==> src/rtl/core/sfcs_pkg.sv <==
package sfcs_pkg;

   typedef enum logic [2:0] {
      PH_IDLE,
      PH_PRE_CMD,
      PH_PRE_READ,
      PH_WREN,
      PH_XFER,
      PH_POST_CMD,
      PH_POST_READ,
      PH_RST2
   } phase_type;

   typedef enum logic [1:0] {
      ACT_SEND    = 2'd0,
      ACT_RELEASE = 2'd1,
      ACT_DONE    = 2'd2
   } act_type;

   localparam logic [3:0] CMD_READ   = 4'd0;
   localparam logic [3:0] CMD_WRITE  = 4'd1;
   localparam logic [3:0] CMD_SECTOR = 4'd2;
   localparam logic [3:0] CMD_BLOCK  = 4'd3;
   localparam logic [3:0] CMD_ID     = 4'd4;
   localparam logic [3:0] CMD_UID    = 4'd5;
   localparam logic [3:0] CMD_RESET  = 4'd6;
   localparam logic [3:0] CMD_WREN   = 4'd7;
   localparam logic [3:0] CMD_WRDIS  = 4'd8;

   localparam logic [7:0] OP_READ   = 8'h0B;
   localparam logic [7:0] OP_WRITE  = 8'h02;
   localparam logic [7:0] OP_SECTOR = 8'h20;
   localparam logic [7:0] OP_BLOCK  = 8'hD8;
   localparam logic [7:0] OP_STATUS = 8'h05;
   localparam logic [7:0] OP_WREN   = 8'h06;
   localparam logic [7:0] OP_ID     = 8'h90;
   localparam logic [7:0] OP_UID    = 8'h4B;
   localparam logic [7:0] OP_RST_EN = 8'h66;
   localparam logic [7:0] OP_RST    = 8'h99;
   localparam logic [7:0] OP_WRDIS  = 8'h04;
   localparam logic [7:0] FILL_RESET = 8'hA5;

   typedef struct packed {
      phase_type   phase;
      logic [3:0]  cmd;
      logic [23:0] addr;
      logic [7:0]  prog;
      logic [3:0]  count;
      logic [63:0] gathered;
   } state_type;

   typedef struct packed {
      act_type     action;
      logic [7:0]  spi_byte;
      logic [63:0] read_value;
      logic        last;
   } result_type;

   function automatic result_type make_result(act_type act, logic [7:0] b, logic [63:0] v);
      result_type r;
      r.action     = act;
      r.spi_byte   = (act == ACT_SEND) ? b : 8'd0;
      r.read_value = (act == ACT_DONE) ? v : 64'd0;
      r.last       = 1'b0;
      return r;
   endfunction

   function automatic logic [3:0] xfer_len(logic [3:0] cmd);
      logic [3:0] n;
      unique case (cmd)
         CMD_READ:              n = 4'd6;
         CMD_WRITE:             n = 4'd5;
         CMD_SECTOR, CMD_BLOCK: n = 4'd4;
         CMD_ID:                n = 4'd6;
         CMD_UID:               n = 4'd13;
         default:               n = 4'd1;
      endcase
      return n;
   endfunction

   // first byte position captured into the gathered data, past 15 means never
   function automatic logic [4:0] capture_from(logic [3:0] cmd);
      logic [4:0] n;
      unique case (cmd)
         CMD_READ: n = 5'd5;
         CMD_ID:   n = 5'd4;
         CMD_UID:  n = 5'd5;
         default:  n = 5'd16;
      endcase
      return n;
   endfunction

   function automatic logic [7:0] xfer_byte(logic [3:0] cmd, logic [3:0] k,
                                            logic [23:0] addr, logic [7:0] prog,
                                            logic [7:0] fill);
      logic [7:0] op;
      logic [7:0] b;
      unique case (cmd)
         CMD_READ:   op = OP_READ;
         CMD_WRITE:  op = OP_WRITE;
         CMD_SECTOR: op = OP_SECTOR;
         CMD_BLOCK:  op = OP_BLOCK;
         default:    op = OP_ID;
      endcase
      if (cmd == CMD_UID) begin
         b = (k == 4'd0) ? OP_UID : fill;
      end else if (cmd == CMD_RESET) begin
         b = OP_RST_EN;
      end else if (cmd == CMD_WREN) begin
         b = OP_WREN;
      end else if (cmd > CMD_UID) begin
         b = OP_WRDIS;
      end else if (k == 4'd0) begin
         b = op;
      end else if (k == 4'd1) begin
         b = (cmd == CMD_ID) ? 8'd0 : addr[23:16];
      end else if (k == 4'd2) begin
         b = (cmd == CMD_ID) ? 8'd0 : addr[15:8];
      end else if (k == 4'd3) begin
         b = (cmd == CMD_ID) ? 8'd0 : addr[7:0];
      end else if (cmd == CMD_READ) begin
         b = (k == 4'd4) ? 8'd0 : fill;
      end else if (cmd == CMD_WRITE) begin
         b = prog;
      end else begin
         b = fill;
      end
      return b;
   endfunction

endpackage

==> src/rtl/core/sfcs_step.sv <==
module sfcs_step (
   input  sfcs_pkg::state_type  cur,
   input  logic [7:0]           fill,
   input  logic                 kind,
   input  logic [3:0]           command,
   input  logic [23:0]          address,
   input  logic [7:0]           write_data,
   input  logic [7:0]           received_byte,
   output sfcs_pkg::state_type  nxt,
   output logic [1:0]           num_results,
   output sfcs_pkg::result_type res0,
   output sfcs_pkg::result_type res1
);

   logic [3:0] k_next;
   logic       is_modify;

   always_comb begin
      nxt         = cur;
      num_results = 2'd0;
      res0        = sfcs_pkg::make_result(sfcs_pkg::ACT_SEND, 8'd0, 64'd0);
      res1        = res0;
      k_next      = cur.count + 4'd1;
      is_modify   = (cur.cmd >= sfcs_pkg::CMD_WRITE) && (cur.cmd <= sfcs_pkg::CMD_BLOCK);
      if (!kind) begin
         if (cur.phase == sfcs_pkg::PH_IDLE && command <= sfcs_pkg::CMD_WRDIS) begin
            nxt.cmd      = command;
            nxt.prog     = write_data;
            nxt.count    = 4'd0;
            nxt.gathered = 64'd0;
            if (command == sfcs_pkg::CMD_SECTOR) begin
               nxt.addr = {address[11:0], 12'd0};
            end else if (command == sfcs_pkg::CMD_BLOCK) begin
               nxt.addr = {address[7:0], 16'd0};
            end else begin
               nxt.addr = address;
            end
            num_results = 2'd1;
            if (command >= sfcs_pkg::CMD_WRITE && command <= sfcs_pkg::CMD_BLOCK) begin
               res0      = sfcs_pkg::make_result(sfcs_pkg::ACT_SEND, sfcs_pkg::OP_STATUS, 64'd0);
               nxt.phase = sfcs_pkg::PH_PRE_CMD;
            end else begin
               res0 = sfcs_pkg::make_result(sfcs_pkg::ACT_SEND,
                         sfcs_pkg::xfer_byte(command, 4'd0, nxt.addr, write_data, fill), 64'd0);
               nxt.phase = sfcs_pkg::PH_XFER;
            end
         end
      end else begin
         unique case (cur.phase)
            sfcs_pkg::PH_PRE_CMD, sfcs_pkg::PH_POST_CMD: begin
               num_results = 2'd1;
               res0        = sfcs_pkg::make_result(sfcs_pkg::ACT_SEND, fill, 64'd0);
               nxt.phase   = (cur.phase == sfcs_pkg::PH_PRE_CMD) ? sfcs_pkg::PH_PRE_READ
                                                                  : sfcs_pkg::PH_POST_READ;
            end
            sfcs_pkg::PH_PRE_READ: begin
               if (received_byte[0]) begin
                  num_results = 2'd1;
                  res0        = sfcs_pkg::make_result(sfcs_pkg::ACT_SEND, fill, 64'd0);
               end else begin
                  num_results = 2'd2;
                  res0        = sfcs_pkg::make_result(sfcs_pkg::ACT_RELEASE, 8'd0, 64'd0);
                  res1        = sfcs_pkg::make_result(sfcs_pkg::ACT_SEND, sfcs_pkg::OP_WREN, 64'd0);
                  nxt.phase   = sfcs_pkg::PH_WREN;
               end
            end
            sfcs_pkg::PH_WREN: begin
               num_results = 2'd2;
               nxt.count   = 4'd0;
               res0        = sfcs_pkg::make_result(sfcs_pkg::ACT_RELEASE, 8'd0, 64'd0);
               res1        = sfcs_pkg::make_result(sfcs_pkg::ACT_SEND,
                                sfcs_pkg::xfer_byte(cur.cmd, 4'd0, cur.addr, cur.prog, fill),
                                64'd0);
               nxt.phase   = sfcs_pkg::PH_XFER;
            end
            sfcs_pkg::PH_XFER: begin
               if ({1'b0, cur.count} >= sfcs_pkg::capture_from(cur.cmd)) begin
                  nxt.gathered = {cur.gathered[55:0], received_byte};
               end
               if (k_next < sfcs_pkg::xfer_len(cur.cmd)) begin
                  num_results = 2'd1;
                  nxt.count   = k_next;
                  res0        = sfcs_pkg::make_result(sfcs_pkg::ACT_SEND,
                                   sfcs_pkg::xfer_byte(cur.cmd, k_next, cur.addr, cur.prog, fill),
                                   64'd0);
               end else begin
                  num_results = 2'd2;
                  nxt.count   = 4'd0;
                  res0        = sfcs_pkg::make_result(sfcs_pkg::ACT_RELEASE, 8'd0, 64'd0);
                  if (is_modify) begin
                     res1      = sfcs_pkg::make_result(sfcs_pkg::ACT_SEND,
                                                       sfcs_pkg::OP_STATUS, 64'd0);
                     nxt.phase = sfcs_pkg::PH_POST_CMD;
                  end else if (cur.cmd == sfcs_pkg::CMD_RESET) begin
                     res1      = sfcs_pkg::make_result(sfcs_pkg::ACT_SEND, sfcs_pkg::OP_RST, 64'd0);
                     nxt.phase = sfcs_pkg::PH_RST2;
                  end else begin
                     res1      = sfcs_pkg::make_result(sfcs_pkg::ACT_DONE, 8'd0, nxt.gathered);
                     nxt.phase = sfcs_pkg::PH_IDLE;
                  end
               end
            end
            sfcs_pkg::PH_POST_READ: begin
               if (received_byte[0]) begin
                  num_results = 2'd1;
                  res0        = sfcs_pkg::make_result(sfcs_pkg::ACT_SEND, fill, 64'd0);
               end else begin
                  num_results = 2'd2;
                  res0        = sfcs_pkg::make_result(sfcs_pkg::ACT_RELEASE, 8'd0, 64'd0);
                  res1        = sfcs_pkg::make_result(sfcs_pkg::ACT_DONE, 8'd0, 64'd0);
                  nxt.phase   = sfcs_pkg::PH_IDLE;
               end
            end
            sfcs_pkg::PH_RST2: begin
               num_results = 2'd2;
               res0        = sfcs_pkg::make_result(sfcs_pkg::ACT_RELEASE, 8'd0, 64'd0);
               res1        = sfcs_pkg::make_result(sfcs_pkg::ACT_DONE, 8'd0, 64'd0);
               nxt.phase   = sfcs_pkg::PH_IDLE;
            end
            sfcs_pkg::PH_IDLE: begin
               nxt.phase = sfcs_pkg::PH_IDLE;
            end
         endcase
      end
      if (num_results == 2'd1) begin
         res0.last = 1'b1;
      end
      if (num_results == 2'd2) begin
         res1.last = 1'b1;
      end
   end

endmodule

==> src/rtl/core/spi_flash_command_sequencer.sv <==
// the first result of an item is shown on the rsp side in the cycle after it is taken
// throughput: one item per cycle for items with one result while rsp_tready is high; an
//   item with two results fills the two-entry buffer until its first result is popped
// reset: synchronous, active high; sequencer idle, result buffer empty, fill byte 0xA5
module spi_flash_command_sequencer (
   input  logic        clock,
   input  logic        reset,
   input  logic        req_tvalid,
   output logic        req_tready,
   input  logic [47:0] req_tdata,  // command[3:0], address[27:4], write_data[35:28],
                                   // received_byte[43:36], zeros[47:44]
   input  logic        req_tuser,  // kind
   output logic        rsp_tvalid,
   input  logic        rsp_tready,
   output logic [71:0] rsp_tdata,  // spi_byte[7:0], read_value[71:8]
   output logic [1:0]  rsp_tuser,  // action
   output logic        rsp_tlast,
   input  logic        csr_we,
   input  logic [7:0]  csr_wdata
);

   sfcs_pkg::state_type  state_ff, state_in, step_state;
   sfcs_pkg::result_type head_ff, head_in, tail_ff, tail_in, res0, res1;
   logic                 head_valid_ff, head_valid_in, tail_valid_ff, tail_valid_in;
   logic [7:0]           fill_ff;
   logic [1:0]           num_results;
   logic                 accept, pop;

   assign accept = req_tvalid && req_tready;
   assign pop    = head_valid_ff && rsp_tready;

   assign req_tready = !head_valid_ff || (!tail_valid_ff && rsp_tready);

   sfcs_step u_step (
      .cur           (state_ff),
      .fill          (fill_ff),
      .kind          (req_tuser),
      .command       (req_tdata[3:0]),
      .address       (req_tdata[27:4]),
      .write_data    (req_tdata[35:28]),
      .received_byte (req_tdata[43:36]),
      .nxt           (step_state),
      .num_results   (num_results),
      .res0          (res0),
      .res1          (res1)
   );

   always_comb begin
      state_in      = accept ? step_state : state_ff;
      head_in       = head_ff;
      tail_in       = tail_ff;
      head_valid_in = head_valid_ff && !pop;
      tail_valid_in = tail_valid_ff;
      if (pop && tail_valid_ff) begin
         head_in       = tail_ff;
         head_valid_in = 1'b1;
         tail_valid_in = 1'b0;
      end
      // head and tail are both free here whenever an item is taken
      if (accept && num_results != 2'd0) begin
         head_in       = res0;
         head_valid_in = 1'b1;
         if (num_results == 2'd2) begin
            tail_in       = res1;
            tail_valid_in = 1'b1;
         end
      end
   end

   always_ff @(posedge clock) begin
      if (reset) begin
         state_ff      <= '0;
         head_valid_ff <= 1'b0;
         tail_valid_ff <= 1'b0;
         fill_ff       <= sfcs_pkg::FILL_RESET;
      end else begin
         state_ff      <= state_in;
         head_valid_ff <= head_valid_in;
         tail_valid_ff <= tail_valid_in;
         if (csr_we) begin
            fill_ff <= csr_wdata;
         end
      end
   end

   always_ff @(posedge clock) begin
      head_ff <= head_in;
      tail_ff <= tail_in;
   end

   assign rsp_tvalid = head_valid_ff;
   assign rsp_tdata  = {head_ff.read_value, head_ff.spi_byte};
   assign rsp_tuser  = head_ff.action;
   assign rsp_tlast  = head_ff.last;

`ifndef ASSERT_OFF
   a_tail_needs_head: assert property (@(posedge clock) disable iff (reset)
      tail_valid_ff |-> head_valid_ff)
      else $error("second result held without a first");

   a_ready_tail_free: assert property (@(posedge clock) disable iff (reset)
      req_tready |-> !tail_valid_ff)
      else $error("item taken while the result buffer is full");

   a_done_is_last: assert property (@(posedge clock) disable iff (reset)
      (rsp_tvalid && rsp_tuser == sfcs_pkg::ACT_DONE) |-> rsp_tlast)
      else $error("completion not marked last");

   a_idle_holds: assert property (@(posedge clock) disable iff (reset)
      (state_ff.phase == sfcs_pkg::PH_IDLE && !accept) |=> state_ff.phase == sfcs_pkg::PH_IDLE)
      else $error("sequencer left idle without an item");
`endif

endmodule
==> config.mk <==
export PLATFORM = sky130hd
export DESIGN_NAME = spi_flash_command_sequencer
export DESIGN_NICKNAME = d
export VERILOG_FILES = /design/src/rtl/core/sfcs_pkg.sv /design/src/rtl/core/sfcs_step.sv /design/src/rtl/core/spi_flash_command_sequencer.sv
export SDC_FILE = /design/constraint.sdc
export NUM_CORES = 1
export LEC_CHECK = 0
export BUFFER_PORTS_ARGS = -buffer_cell sky130_fd_sc_hd__buf_2
export CAP_MARGIN = 20
export CORE_UTILIZATION = 45
export CTS_BUF_LIST = sky130_fd_sc_hd__clkbuf_8
export DETAILED_ROUTE_END_ITERATION = 6
export PLACE_DENSITY = 0.66
export RECOVER_POWER = 50
export SYNTH_ARGS = -nofsm -noshare
export SYNTH_HDL_FRONTEND = slang
export SYNTH_SLANG_ARGS = --single-unit
==> constraint.sdc <==
create_clock -name clock -period 5.5 [get_ports clock]
set_input_delay 0.55 -clock clock [delete_from_list [all_inputs] [get_ports clock]]
set_output_delay 0.55 -clock clock [all_outputs]
set_load 0.03 [all_outputs]
==> out/metrics.csv <==
metric;value;unit
# port buffers;134;
Cell Rows;58;
Tcrit/Tclk final;0.8216;
TritonCTS clock tree;yes;
worst-margin pin slew;3253;ps
setup ws final;981.3;ps
Placed Cells;1516;
share of cells above drive strength 1;0.1120;
area share of the largest cell type after synthesis;0.3804;
Synth area leaders;edfxtp_1 38%, dfxtp_1 20%, nand2_1 6.7%;
Hold Path Sink;state_ff[4]$_SDFFE_PP0P_;
Max VDD drop;0.1815;mV
ant diodes;0;
final count of negative-setup-slack endpoints;0;
Clock transition at path regs;60;ps
DP HPWL;18420;um
Crit path required time;5580;ps
Yosys reg bits;264;
global-route wire length before repair;45510;um
Final Wtd Congestion;0.8881;
# H-tree levels;2;
CP Launch Type;flop;
dpl ws;1293;ps
synthesized area;11600;sq um
vias per cell;5.584;
antenna-violating nets left;0;
Die Ht;162.6;um
worst r2r src;state_ff[105]$_SDFFE_PP0P_;
post-synth top area cell;edfxtp_1;
Post-CTS Setup Inserts;0;
Post-Syn Instances;1127;
final non-filler cell total;1598;
Mean Syn Cell Area;10.30;sq um
clock sink count;264;
Hold Path Class;in -> reg;
die area;26430;sq um
area delta synth->final;13.88;%
Final min period;4519;ps
hold buffer count at CTS;0;
Post-route DRC;11;
Post-synth EDFFs;147;
skew final;20.86;ps
FFs w/ async S/R, synth;0;
Main synth FF type;edfxtp_1;
HP Start;req_tdata[40];
cts bufs inserted;43;
number of nets in the layout;1304;
grt total ovfl;0;
Fillers;2345;
Clock Tree Buf Depth;3;
die width;162.6;um
Final Hold Fails;0;
Yosys warnings;0;
post-CTS sizing;0;
RSZ-0062 raised after global routing;false;
Pwr Density;326.5;nW/um^2
vias;8924;
max-cap violation count;4;
Placeable Area;25250;sq um
fin util;0.5232;
sequential area share after synthesis;0.5823;
vias in the first global route;8305;
initial antenna violation count;2;
I/O pins;139;
largest net degree at the start of global routing;76;
CP Capture Type;flop;
LEAKAGE;0.004437;uW
PnR Total Power;4314;uW
routed len/inst;18.02;um
Iter 0 DRT Violations;625;
Unique masters post-synth;70;
failing checks;design-rule violations, max-capacitance violations, max-slew violations;
Setup Crit Path Kind;reg -> reg;
R2R setup slack;980;ps
Syn Nets;1198;
total track usage;0.2182;
CP arrival;4600;ps
Initial Util;0.4595;
drt first pass iters;7;
outcome;finished, violations left;
Root Driver;clkbuf_8;
worst reg2reg path depth;4;
Slew Viols, Final;243;
Max-slew headroom;-1.174;
CP max FO;75;
hold-critical path depth;2;
Clk Latency, worst-skew pair;560;ps
Max Fclk;221.3;MHz
TNS Setup;0;ps
reg2reg end;rsp_tdata[44]$_SDFFCE_PP0P_;
drt total wl;28800;um
[power by group]
group          switching, uW  internal [uW]  leakage (uW)
clock network            780            916      0.000516
logic                    302            114       0.00168
registers               40.2           2160       0.00224
total                   1120           3190       0.00444
[stage by stage]
step | hold WS [ps] | area, sq um
after floorplan | 427.4 | 11600
after global placement | 443.4 | 12450
after detailed placement | 444.0 | 12450
after CTS | 195.9 | 13310
after global routing | 205.9 | 13210
final | 223.9 | 13210
[metal layers]
metal  GRT usage  vias up  part of all wire
met5           0        -           0.00028
met4     0.05438        2             0.016
met3     0.03871       44             0.069
met2      0.3234      293              0.44
met1      0.3283     4288              0.47
li1            -     4297                 -
[layout by cell type, fill, tap and decap left out, drive strengths merged, types with 4 or more instances in the layout]
cell type	n
nand2	208
edfxtp	147
a21oi	140
clkbuf	128
dfxtp	117
and2	70
buf	66
a22o	65
inv	41
nor2	38
nand3	31
o21ai	23
mux2i	15
nor3	14
nor2b	13
o211ai	13
and3	9
ha	9
nand2b	8
a211oi	8
a22oi	7
nand4	6
nor4	6
o31ai	6
clkinv	6
o21a	5
a31oi	4
or3	4
o2111ai	4
o31a	4
[area by class of cell]
type	count	area, sq um	share of cell area
inverters	19	71.32	0.005397
clock inverters	31	191.4	0.01449
multi-input cells	760	4446	0.3364
well taps	330	412.9	0.03125
repair buffers	145	661.9	0.05009
flip-flops and latches	264	6756	0.5113
clock buffers	49	674.4	0.05104
[cells in the mapped netlist, types with 5 or more instances]
cell type and count:
a211oi_1 8, a21oi_1 138, and2_1 68, mux2i_1 15, nand2b_1 8, o31ai_1 5, dfxtp_1 117, nand4_1 6
ha_1 9, buf_2 23, o21ai_0 21, nand3_1 30, nor2b_1 13, a22oi_1 7, o21a_1 5, a22o_1 65
edfxtp_1 147, o211ai_1 13, clkbuf_1 55, inv_1 19, nand2_1 208, and3_1 9, nor3_1 11, nor2_1 38
[critical path, cell delays in order (launching register included)]
cell,delay [ps]
dfxtp_1,430
nor4_1,810
nand2_1,210
a21o_2,250
nand2_1,2300
[registers in the layout, indices dropped and copies added (netlist names)]
signal and count:
state_ff 107, rsp_tdata 72, tail_ff 72, fill_ff 8, rsp_tuser 2, rsp_tlast 1, rsp_tvalid 1, tail_valid_ff 1
[logic make-up after synthesis]
family / Yosys count / synth area share
flip-flops: 264 / 0.5823
buffers and inverters: 103 / 0.03709
multiplexers: 17 / 0.01488
AO/OA/AOI/OAI: 312 / 0.1801
adder cells (fa/ha/maj): 9 / 0.009705
XOR/XNOR: 6 / 0.004530
AND/OR/NAND/NOR: 416 / 0.1714
[worst max path at each step]
stage / cells after the start / from / to / slack [ps]
after floorplan: 8 / state_ff[102]$_SDFFE_PP0P_ / tail_ff[10]$_SDFFCE_PN0P_ / 1330
after global placement: 9 / state_ff[102]$_SDFFE_PP0P_ / tail_ff[49]$_SDFFCE_PN0P_ / 1320
after detailed placement: 11 / state_ff[102]$_SDFFE_PP0P_ / state_ff[40]$_SDFFE_PP0P_ / 1290
after CTS: 11 / state_ff[102]$_SDFFE_PP0P_ / state_ff[55]$_SDFFE_PP0P_ / 1240
after global routing: 4 / state_ff[105]$_SDFFE_PP0P_ / rsp_tdata[44]$_SDFFCE_PP0P_ / 590
final: 4 / state_ff[105]$_SDFFE_PP0P_ / rsp_tdata[44]$_SDFFCE_PP0P_ / 980
Note: power is estimated with default switching activity, not from simulation.
